--- src/rtl/assert_macros.svh ---
// Assertion macros for the RTL files.
`ifndef ASSERT_MACROS_SVH
`define ASSERT_MACROS_SVH

// Check an expression at every clock edge outside reset.
`define ASSERT_ALWAYS(label, expr) \
  label: assert property (@(posedge clk_i) disable iff (!rst_ni) (expr)) \
    else $error("assertion failed");

// Check that a condition implies a consequence in the same cycle.
`define ASSERT_IMP(label, ante, cons) \
  label: assert property (@(posedge clk_i) disable iff (!rst_ni) (ante) |-> (cons)) \
    else $error("assertion failed");

`endif

--- src/rtl/psi_pkg.sv ---
// Package with constants and payload types of the playout sorted insert block.
package psi_pkg;

  localparam int POOL_SLOTS = 64;
  localparam int SLOT_W     = $clog2(POOL_SLOTS);
  localparam int LINK_W     = SLOT_W + 1;
  localparam int CNT_W      = $clog2(POOL_SLOTS + 1);
  localparam int SEQ_W      = 16;
  localparam int KEY_W      = 32;

  localparam logic [LINK_W-1:0] NO_LINK = LINK_W'(POOL_SLOTS);

  typedef enum logic [1:0] {
    ST_HEAD     = 2'd0,
    ST_DUP      = 2'd1,
    ST_MISORDER = 2'd2
  } status_e;

  typedef struct packed {
    logic [SLOT_W-1:0] slot;
    logic [SEQ_W-1:0]  seq_number;
    logic [KEY_W-1:0]  cycle_base;
  } psi_req_t;

  typedef struct packed {
    status_e          status;
    logic [CNT_W-1:0] held_count;
  } psi_rsp_t;

endpackage

--- src/rtl/psi_ram.sv ---
// Generic single-write, single-read RAM with registered read data.
module psi_ram #(
  parameter int Width = 8,
  parameter int Depth = 64,
  parameter int AddrW = $clog2(Depth)
) (
  input  logic             clk_i,
  input  logic             we_i,
  input  logic [AddrW-1:0] waddr_i,
  input  logic [Width-1:0] wdata_i,
  input  logic [AddrW-1:0] raddr_i,
  output logic [Width-1:0] rdata_o
);

  logic [Width-1:0] mem_q [Depth];
  logic [Width-1:0] rdata_q;

  always_ff @(posedge clk_i) begin
    if (we_i) begin
      mem_q[waddr_i] <= wdata_i;
    end
    rdata_q <= mem_q[raddr_i];
  end

  assign rdata_o = rdata_q;

endmodule

--- src/rtl/playout_sorted_insert_top.sv ---
// Top level of the playout sorted insert block: sequencer, list registers and link RAMs.
//
// Usage:
//   A request (slot, seq_number, cycle_base) is taken at a rising edge with start high
//   and busy low. The slot is linked into a list held in descending key order; the
//   result (status, held_count) appears on rsp_o for exactly one cycle with done_o high.
//   The receiver cannot hold results off; a result is taken in the cycle it is shown.
// Operation:
//   A request for a slot that is already linked is refused with done_o high in the
//   next cycle and busy stays low. Otherwise the walk visits one list entry per cycle
//   through the registered read port of the link RAMs (one add and compare of keys per
//   cycle), then states StLinkA and StLinkB write the links. A free slot leaves at most
//   POOL_SLOTS - 1 entries to pass. The next request can be taken in the cycle done_o
//   is high.
// Reset:
//   rst_ni clears the list to empty, the count and the shared cycle to zero and all
//   slot-linked flags. The link RAMs need no clearing: only data of linked slots is used.
`include "assert_macros.svh"

module playout_sorted_insert_top import psi_pkg::*; (
  input  logic     clk_i,
  input  logic     rst_ni,
  input  logic     start,
  output logic     busy,
  input  psi_req_t req_i,
  output logic     done_o,
  output psi_rsp_t rsp_o
);

  typedef enum logic [1:0] {
    StIdle,
    StWalk,
    StLinkA,
    StLinkB
  } state_e;

  state_e                 state_q, state_d;
  logic [SLOT_W-1:0]      slot_q;
  logic [SEQ_W-1:0]       seq_q;
  logic [KEY_W-1:0]       base_q;
  logic [KEY_W-1:0]       key_q, key_d;
  logic [LINK_W-1:0]      cur_q, cur_d;
  logic [LINK_W-1:0]      p_q, p_d;
  logic [CNT_W-1:0]       steps_q, steps_d;
  logic [LINK_W-1:0]      head_q, head_d;
  logic [LINK_W-1:0]      tail_q, tail_d;
  logic [CNT_W-1:0]       count_q, count_d;
  logic [KEY_W-1:0]       shared_q, shared_d;
  logic [POOL_SLOTS-1:0]  linked_q, linked_d;
  logic                   done_q, done_d;
  psi_rsp_t               rsp_q, rsp_d;
  logic                   load;

  logic                   seq_we, next_we, prev_we;
  logic [SLOT_W-1:0]      seq_waddr, next_waddr, prev_waddr, raddr;
  logic [LINK_W-1:0]      next_wdata, prev_wdata;
  logic [SEQ_W-1:0]       rd_seq;
  logic [LINK_W-1:0]      rd_next, rd_prev;

  logic                   cur_valid, head_case, key_gt, key_eq;
  logic [KEY_W-1:0]       stored_key;

  psi_ram #(.Width(SEQ_W), .Depth(POOL_SLOTS)) u_seq_ram (
    .clk_i   (clk_i),
    .we_i    (seq_we),
    .waddr_i (seq_waddr),
    .wdata_i (seq_q),
    .raddr_i (raddr),
    .rdata_o (rd_seq)
  );

  psi_ram #(.Width(LINK_W), .Depth(POOL_SLOTS)) u_next_ram (
    .clk_i   (clk_i),
    .we_i    (next_we),
    .waddr_i (next_waddr),
    .wdata_i (next_wdata),
    .raddr_i (raddr),
    .rdata_o (rd_next)
  );

  psi_ram #(.Width(LINK_W), .Depth(POOL_SLOTS)) u_prev_ram (
    .clk_i   (clk_i),
    .we_i    (prev_we),
    .waddr_i (prev_waddr),
    .wdata_i (prev_wdata),
    .raddr_i (raddr),
    .rdata_o (rd_prev)
  );

  assign cur_valid  = (cur_q != NO_LINK);
  assign head_case  = (cur_q == head_q);
  assign stored_key = KEY_W'(rd_seq) + shared_q;
  assign key_gt     = (stored_key > key_q);
  assign key_eq     = (stored_key == key_q);

  always_comb begin
    state_d    = state_q;
    key_d      = key_q;
    cur_d      = cur_q;
    p_d        = p_q;
    steps_d    = steps_q;
    head_d     = head_q;
    tail_d     = tail_q;
    count_d    = count_q;
    shared_d   = shared_q;
    linked_d   = linked_q;
    done_d     = 1'b0;
    rsp_d      = rsp_q;
    load       = 1'b0;
    raddr      = head_q[SLOT_W-1:0];
    seq_we     = 1'b0;
    next_we    = 1'b0;
    prev_we    = 1'b0;
    seq_waddr  = slot_q;
    next_waddr = slot_q;
    prev_waddr = slot_q;
    next_wdata = cur_q;
    prev_wdata = NO_LINK;

    case (state_q)
      StIdle: begin
        if (start) begin
          if (linked_q[req_i.slot]) begin
            done_d           = 1'b1;
            rsp_d.status     = ST_DUP;
            rsp_d.held_count = count_q;
          end else begin
            load    = 1'b1;
            key_d   = KEY_W'(req_i.seq_number) + req_i.cycle_base;
            cur_d   = head_q;
            steps_d = '0;
            state_d = StWalk;
          end
        end
      end
      StWalk: begin
        if (!cur_valid) begin
          p_d     = tail_q;
          state_d = StLinkA;
        end else if (key_gt && steps_q != CNT_W'(POOL_SLOTS)) begin
          cur_d   = rd_next;
          raddr   = rd_next[SLOT_W-1:0];
          steps_d = steps_q + CNT_W'(1);
        end else if (key_eq) begin
          done_d           = 1'b1;
          rsp_d.status     = ST_DUP;
          rsp_d.held_count = count_q;
          state_d          = StIdle;
        end else begin
          p_d     = rd_prev;
          state_d = StLinkA;
        end
      end
      StLinkA: begin
        seq_we     = 1'b1;
        next_we    = 1'b1;
        next_wdata = cur_q;
        prev_we    = 1'b1;
        prev_wdata = head_case ? NO_LINK : p_q;
        state_d    = StLinkB;
      end
      StLinkB: begin
        next_we    = !head_case && (p_q != NO_LINK);
        next_waddr = p_q[SLOT_W-1:0];
        next_wdata = {1'b0, slot_q};
        prev_we    = cur_valid;
        prev_waddr = cur_q[SLOT_W-1:0];
        prev_wdata = {1'b0, slot_q};
        linked_d[slot_q] = 1'b1;
        count_d    = count_q + CNT_W'(1);
        if (head_case) begin
          head_d   = {1'b0, slot_q};
          shared_d = base_q;
        end
        if (!cur_valid) begin
          tail_d = {1'b0, slot_q};
        end
        done_d           = 1'b1;
        rsp_d.status     = head_case ? ST_HEAD : ST_MISORDER;
        rsp_d.held_count = count_q + CNT_W'(1);
        state_d          = StIdle;
      end
      default: begin
        state_d = StIdle;
      end
    endcase
  end

  always_ff @(posedge clk_i or negedge rst_ni) begin
    if (!rst_ni) begin
      state_q  <= StIdle;
      cur_q    <= NO_LINK;
      steps_q  <= '0;
      head_q   <= NO_LINK;
      tail_q   <= NO_LINK;
      count_q  <= '0;
      shared_q <= '0;
      linked_q <= '0;
      done_q   <= 1'b0;
      rsp_q    <= '{status: ST_HEAD, held_count: '0};
    end else begin
      state_q  <= state_d;
      cur_q    <= cur_d;
      steps_q  <= steps_d;
      head_q   <= head_d;
      tail_q   <= tail_d;
      count_q  <= count_d;
      shared_q <= shared_d;
      linked_q <= linked_d;
      done_q   <= done_d;
      rsp_q    <= rsp_d;
    end
  end

  always_ff @(posedge clk_i) begin
    if (load) begin
      slot_q <= req_i.slot;
      seq_q  <= req_i.seq_number;
      base_q <= req_i.cycle_base;
    end
    key_q <= key_d;
    p_q   <= p_d;
  end

  assign busy   = (state_q != StIdle);
  assign done_o = done_q;
  assign rsp_o  = rsp_q;

  `ASSERT_ALWAYS(a_count_matches_linked, 32'(count_q) == $countones(linked_q))
  `ASSERT_ALWAYS(a_empty_head, (count_q == '0) == (head_q == NO_LINK))
  `ASSERT_ALWAYS(a_empty_tail, (count_q == '0) == (tail_q == NO_LINK))
  `ASSERT_IMP(a_walk_bound, state_q == StWalk, steps_q <= CNT_W'(POOL_SLOTS))
  `ASSERT_IMP(a_head_insert, done_o && rsp_o.status == ST_HEAD,
              head_q[SLOT_W-1:0] == slot_q && head_q != NO_LINK && shared_q == base_q)

endmodule

--- config.mk ---
export PLATFORM = sky130hd
export DESIGN_NAME = playout_sorted_insert_top
export DESIGN_NICKNAME = d
export VERILOG_FILES = /design/src/rtl/psi_pkg.sv /design/src/rtl/psi_ram.sv /design/src/rtl/playout_sorted_insert_top.sv
export VERILOG_INCLUDE_DIRS = /design/src /design/src/rtl
export SDC_FILE = /design/constraint.sdc
export NUM_CORES = 2
export LEC_CHECK = 0
export BUFFER_PORTS_ARGS = -buffer_cell sky130_fd_sc_hd__buf_4
export CORE_ASPECT_RATIO = 0.9
export CORE_MARGIN = 2
export CORE_UTILIZATION = 57
export DETAILED_ROUTE_END_ITERATION = 6
export HOLD_SLACK_MARGIN = 0.12
export PLACE_DENSITY = 0.81
export SLEW_MARGIN = 30
export SYNTH_ARGS = -nofsm -noshare
export SYNTH_HDL_FRONTEND = slang
export SYNTH_SLANG_ARGS = --single-unit
--- constraint.sdc ---
create_clock -name clk_i -period 6.42 [get_ports clk_i]
set_input_delay 0.642 -clock clk_i [delete_from_list [all_inputs] [get_ports clk_i]]
set_output_delay 0.642 -clock clk_i [all_outputs]
set_load 0.01 [all_outputs]
==> flow_metrics.env <==
export IMPL_finalMaxSlewViolations=0
export IMPL_hold_class="primary input to flop"
export IMPL_final_cells=8614
export IMPL_yosysUniqueCellTypes=81
export IMPL_end_kind="flop"
export IMPL_final_hold_viol_count=0
export IMPL_fin_util_pct=68.00
export IMPL_async_flop_share_pct=6.542
export IMPL_clk_latency_ps=860
export IMPL_nets=6555
export IMPL_synthFlopType="edfxtp_1"
export IMPL_start_util_pct=57.41
export IMPL_cts_buffers=204
export IMPL_yosysTopAreaCell="edfxtp_1"
export IMPL_drive_gt1_share_pct=18.69
export IMPL_use_met2_pct=46.12
export IMPL_cpPeakStageDelay_ps=430
export IMPL_syn_area_um2=87630
export IMPL_avgSynthCellArea_um2=14.90
export IMPL_hpwl_um=137600
export IMPL_min_path_cells=1
export IMPL_setup_violations=30
export IMPL_seq_area_frac_synth_pct=73.75
export IMPL_firstDrtPassIters=7
export IMPL_cts_max_level=4
export IMPL_area_growth_pct=18.45
export IMPL_core_um2=152600
export IMPL_num_io_pins=68
export IMPL_synth_nets=6008
export IMPL_die_height_um=376.0
export IMPL_viasPerCell=6.529
export IMPL_vias=56237
export IMPL_crit_arrival_ps=7470
export IMPL_place_ws_ps=-929.6
export IMPL_postLayoutCellArea_um2=103800
export IMPL_row_count=136
export IMPL_drc_errors=4
export IMPL_power_density_nw_per_um2=505.1
export IMPL_routed_wl_um=239200
export IMPL_synth_edf_count=2013
export IMPL_worst_slack_ps=-335.4
export IMPL_drv_cap=0
export IMPL_antenna_found_initial=14
export IMPL_place_congestion=0.9243
export IMPL_period_share_pct=105.2
export IMPL_violations="DRC, setup timing"
export IMPL_postRouteAntennaNets=0
export IMPL_fillers=9086
export IMPL_cts_clk_slew_worst_paths_ps=70
export IMPL_path_max_fanout=7
export IMPL_cts_sinks=2186
export IMPL_ir_drop_uv=414.0
export IMPL_netlist_top_cells_area="edfxtp_1 (69%), mux2i_1 (6.4%), nand2_1 (4.1%), dfrtp_1 (4.0%), nand3_1 (1.4%)"
export IMPL_postSynthCellCount=5882
export IMPL_die_area_um2=156900
export IMPL_globalRouteTotalUtil_pct=29.39
export IMPL_leakagePower_nw=37.64
export IMPL_rr_worst_depth=32
export IMPL_ys_warnings_count=0
export IMPL_cts_tree="built"
export IMPL_clk_path_buf_depth=3
export IMPL_fmaxAchievable_mhz=148.0
export IMPL_dp_cells=8074
export IMPL_worst_setup_path_type="flop to flop"
export IMPL_grt_use_met1_pct=39.27
export IMPL_gr_usage_met3_pct=7.405
export IMPL_grt_max_degree=76
export IMPL_rsz0062_at_grt="yes"
export IMPL_grt_pass1_wl_um=344200
export IMPL_worst_slew_pin_slew_ps=973.8
export IMPL_finalCriticalPeriod_ps=6755
export IMPL_synth_top_area_share_pct=68.98
export IMPL_grt_pass1_vias=54382
export IMPL_max_slew_margin_pct=34.84
export IMPL_fp_dieW_um=417.3
export IMPL_slowest_stage="nor4_4"
export IMPL_top_usage_layer="met2"
export IMPL_port_buffers=67
export IMPL_finClkSkew_ps=51.93
export IMPL_status="complete, but fails checks"
export IMPL_start_kind="flop"
export IMPL_drtIter0Drc=9395
export IMPL_cpMostUsedCell="buf_4"
export IMPL_yosys_register_bits=2186
export IMPL_required_ps=7140
export IMPL_grt_overflow=0
export IMPL_wire_per_inst_um=27.76
export IMPL_placed_area_um2=93730
export IMPL_cts_root_buffer="clkbuf_16"
-- layout make-up --
cell class / count / area (um2) / area share (%)
flip-flops and latches: 2186 / 64630 / 62.26
well taps: 2001 / 2504 / 2.412
clock inverters: 114 / 1381 / 1.331
inverters: 71 / 266.5 / 0.2567
multi-input cells: 3296 / 22330 / 21.52
repair buffers: 670 / 7164 / 6.902
diodes: 5 / 12.51 / 0.01205
clock buffers: 271 / 5507 / 5.305
-- kinds of logic after synthesis --
| kind of cell | after synthesis | share of synthesized area [%] |
|---|---|---|
| adders and majority gates | 69 | 1.002 |
| AOI/OAI and AO/OA | 767 | 5.854 |
| xor gates and xnor gates | 70 | 0.6996 |
| DFF | 2186 | 73.75 |
| and+or+nand+nor | 1753 | 8.912 |
| muxes | 637 | 7.658 |
| buffers and inverters | 400 | 2.123 |
-- power breakdown --
part / leakage, nW / internal, mW / switching, mW
Sequential: 20.3 / 17.6 / 0.692
Combinational: 14.0 / 8.86 / 12.9
Clock: 3.33 / 7.05 / 5.38
-- critical path, delay by kind of cell, from the launching register on --
family,cells,cell delay [ps]
flops,1,390
xor+xnor,1,140
mux,1,250
simple gates,7,1330
fa+ha+maj,2,590
compound gates,11,2190
buf+inv,10,1720
-- synth_stat cells, types with 55 or more instances --
| master | n |
|---|---|
| nand2_1 | 960 |
| dfrtp_1 | 140 |
| o21ai_0 | 139 |
| mux2_2 | 55 |
| nor2_1 | 257 |
| nand3_1 | 238 |
| o22ai_1 | 182 |
| nand4_1 | 135 |
| a21o_1 | 62 |
| mux2i_1 | 560 |
| ha_1 | 67 |
| buf_2 | 101 |
| a21oi_1 | 165 |
| inv_1 | 69 |
| a32oi_1 | 117 |
| clkbuf_1 | 162 |
| edfxtp_1 | 2013 |
-- metrics by stage --
step / hold slack (ps) / TNS (ps) / power [mW]
floorplan: 346.4 / 0 / 28.87
global placement: 432.1 / -14230 / 36.22
detailed placement: 438.6 / -17170 / 36.77
CTS: 171.0 / -114.6 / 50.19
global route: 197.6 / -11770 / 53.90
finish: 217.6 / -7636 / 52.43
-- sequential cells by signal, summed over array words and instances, names as in the netlist, 9 cells and up, named ones only --
name / cells
u_seq_ram.mem_q: 1024
u_next_ram.mem_q: 448
u_prev_ram.mem_q: 448
linked_q: 64
base_q: 32
key_q: 32
shared_q: 32
seq_q: 16
u_seq_ram.rdata_o: 16
rsp_o: 9
-- what timing repair did --
item / CTS / global route
hold endpoints to repair: 137 / 0
hold buffers: 53 / 0
setup endpoints to repair: 30 / 30
cloned: 10 / 19
pin swaps: 26 / 64
gates resized for setup: 137 / 198
setup buffers: 32 / 36
-- final timing paths --
check | end | slack, ps | startpoint
max in group asynchronous | linked_q[41] | 4640 | rst_ni
hold reg to reg | linked_q[28] | 450 | linked_q[28]
setup reg to reg | u_seq_ram.rdata_o[3] | -340 | shared_q[1]
min in group asynchronous | shared_q[8] | 380 | rst_ni
setup / recovery | u_seq_ram.rdata_o[3] | -340 | shared_q[1]
hold / removal | seq_waddr[1] | 220 | req_i[49]
-- routing by layer --
metal  routed length, um  up-vias
li1                    -    23567
met2              112100     4243
met4               11110        8
met1               85270    27723
met5                  63        -
met3               30640      696
-- cells in the final DEF (no fill, tap or decap), drive strengths merged, types with 6 or more instances in the layout --
cell type and count:
bufinv 24, nand3b 11, clkbuf 289, or2 7, a41o 12, o22ai 183, a21o 62, xnor2 45
nor2 258, clkinvlp 13, mux4 21, mux2 55, and4 33, nor2b 7, dlygate4sd3 53, nand3 238
o21ai 140, a21oi 165, or4 30, nand2 962, or3 6, a222oi 32, inv 79, and3 7
o31ai 10, o21a 9, buf 595, edfxtp 2013, and2 7, nor3 19, ha 67, a32oi 118
xor2 25, nand4 135, dfxtp 30, dfrtp 140, clkinv 69, mux2i 561, nand2b 18
Note: power is estimated with default switching activity, not from simulation.
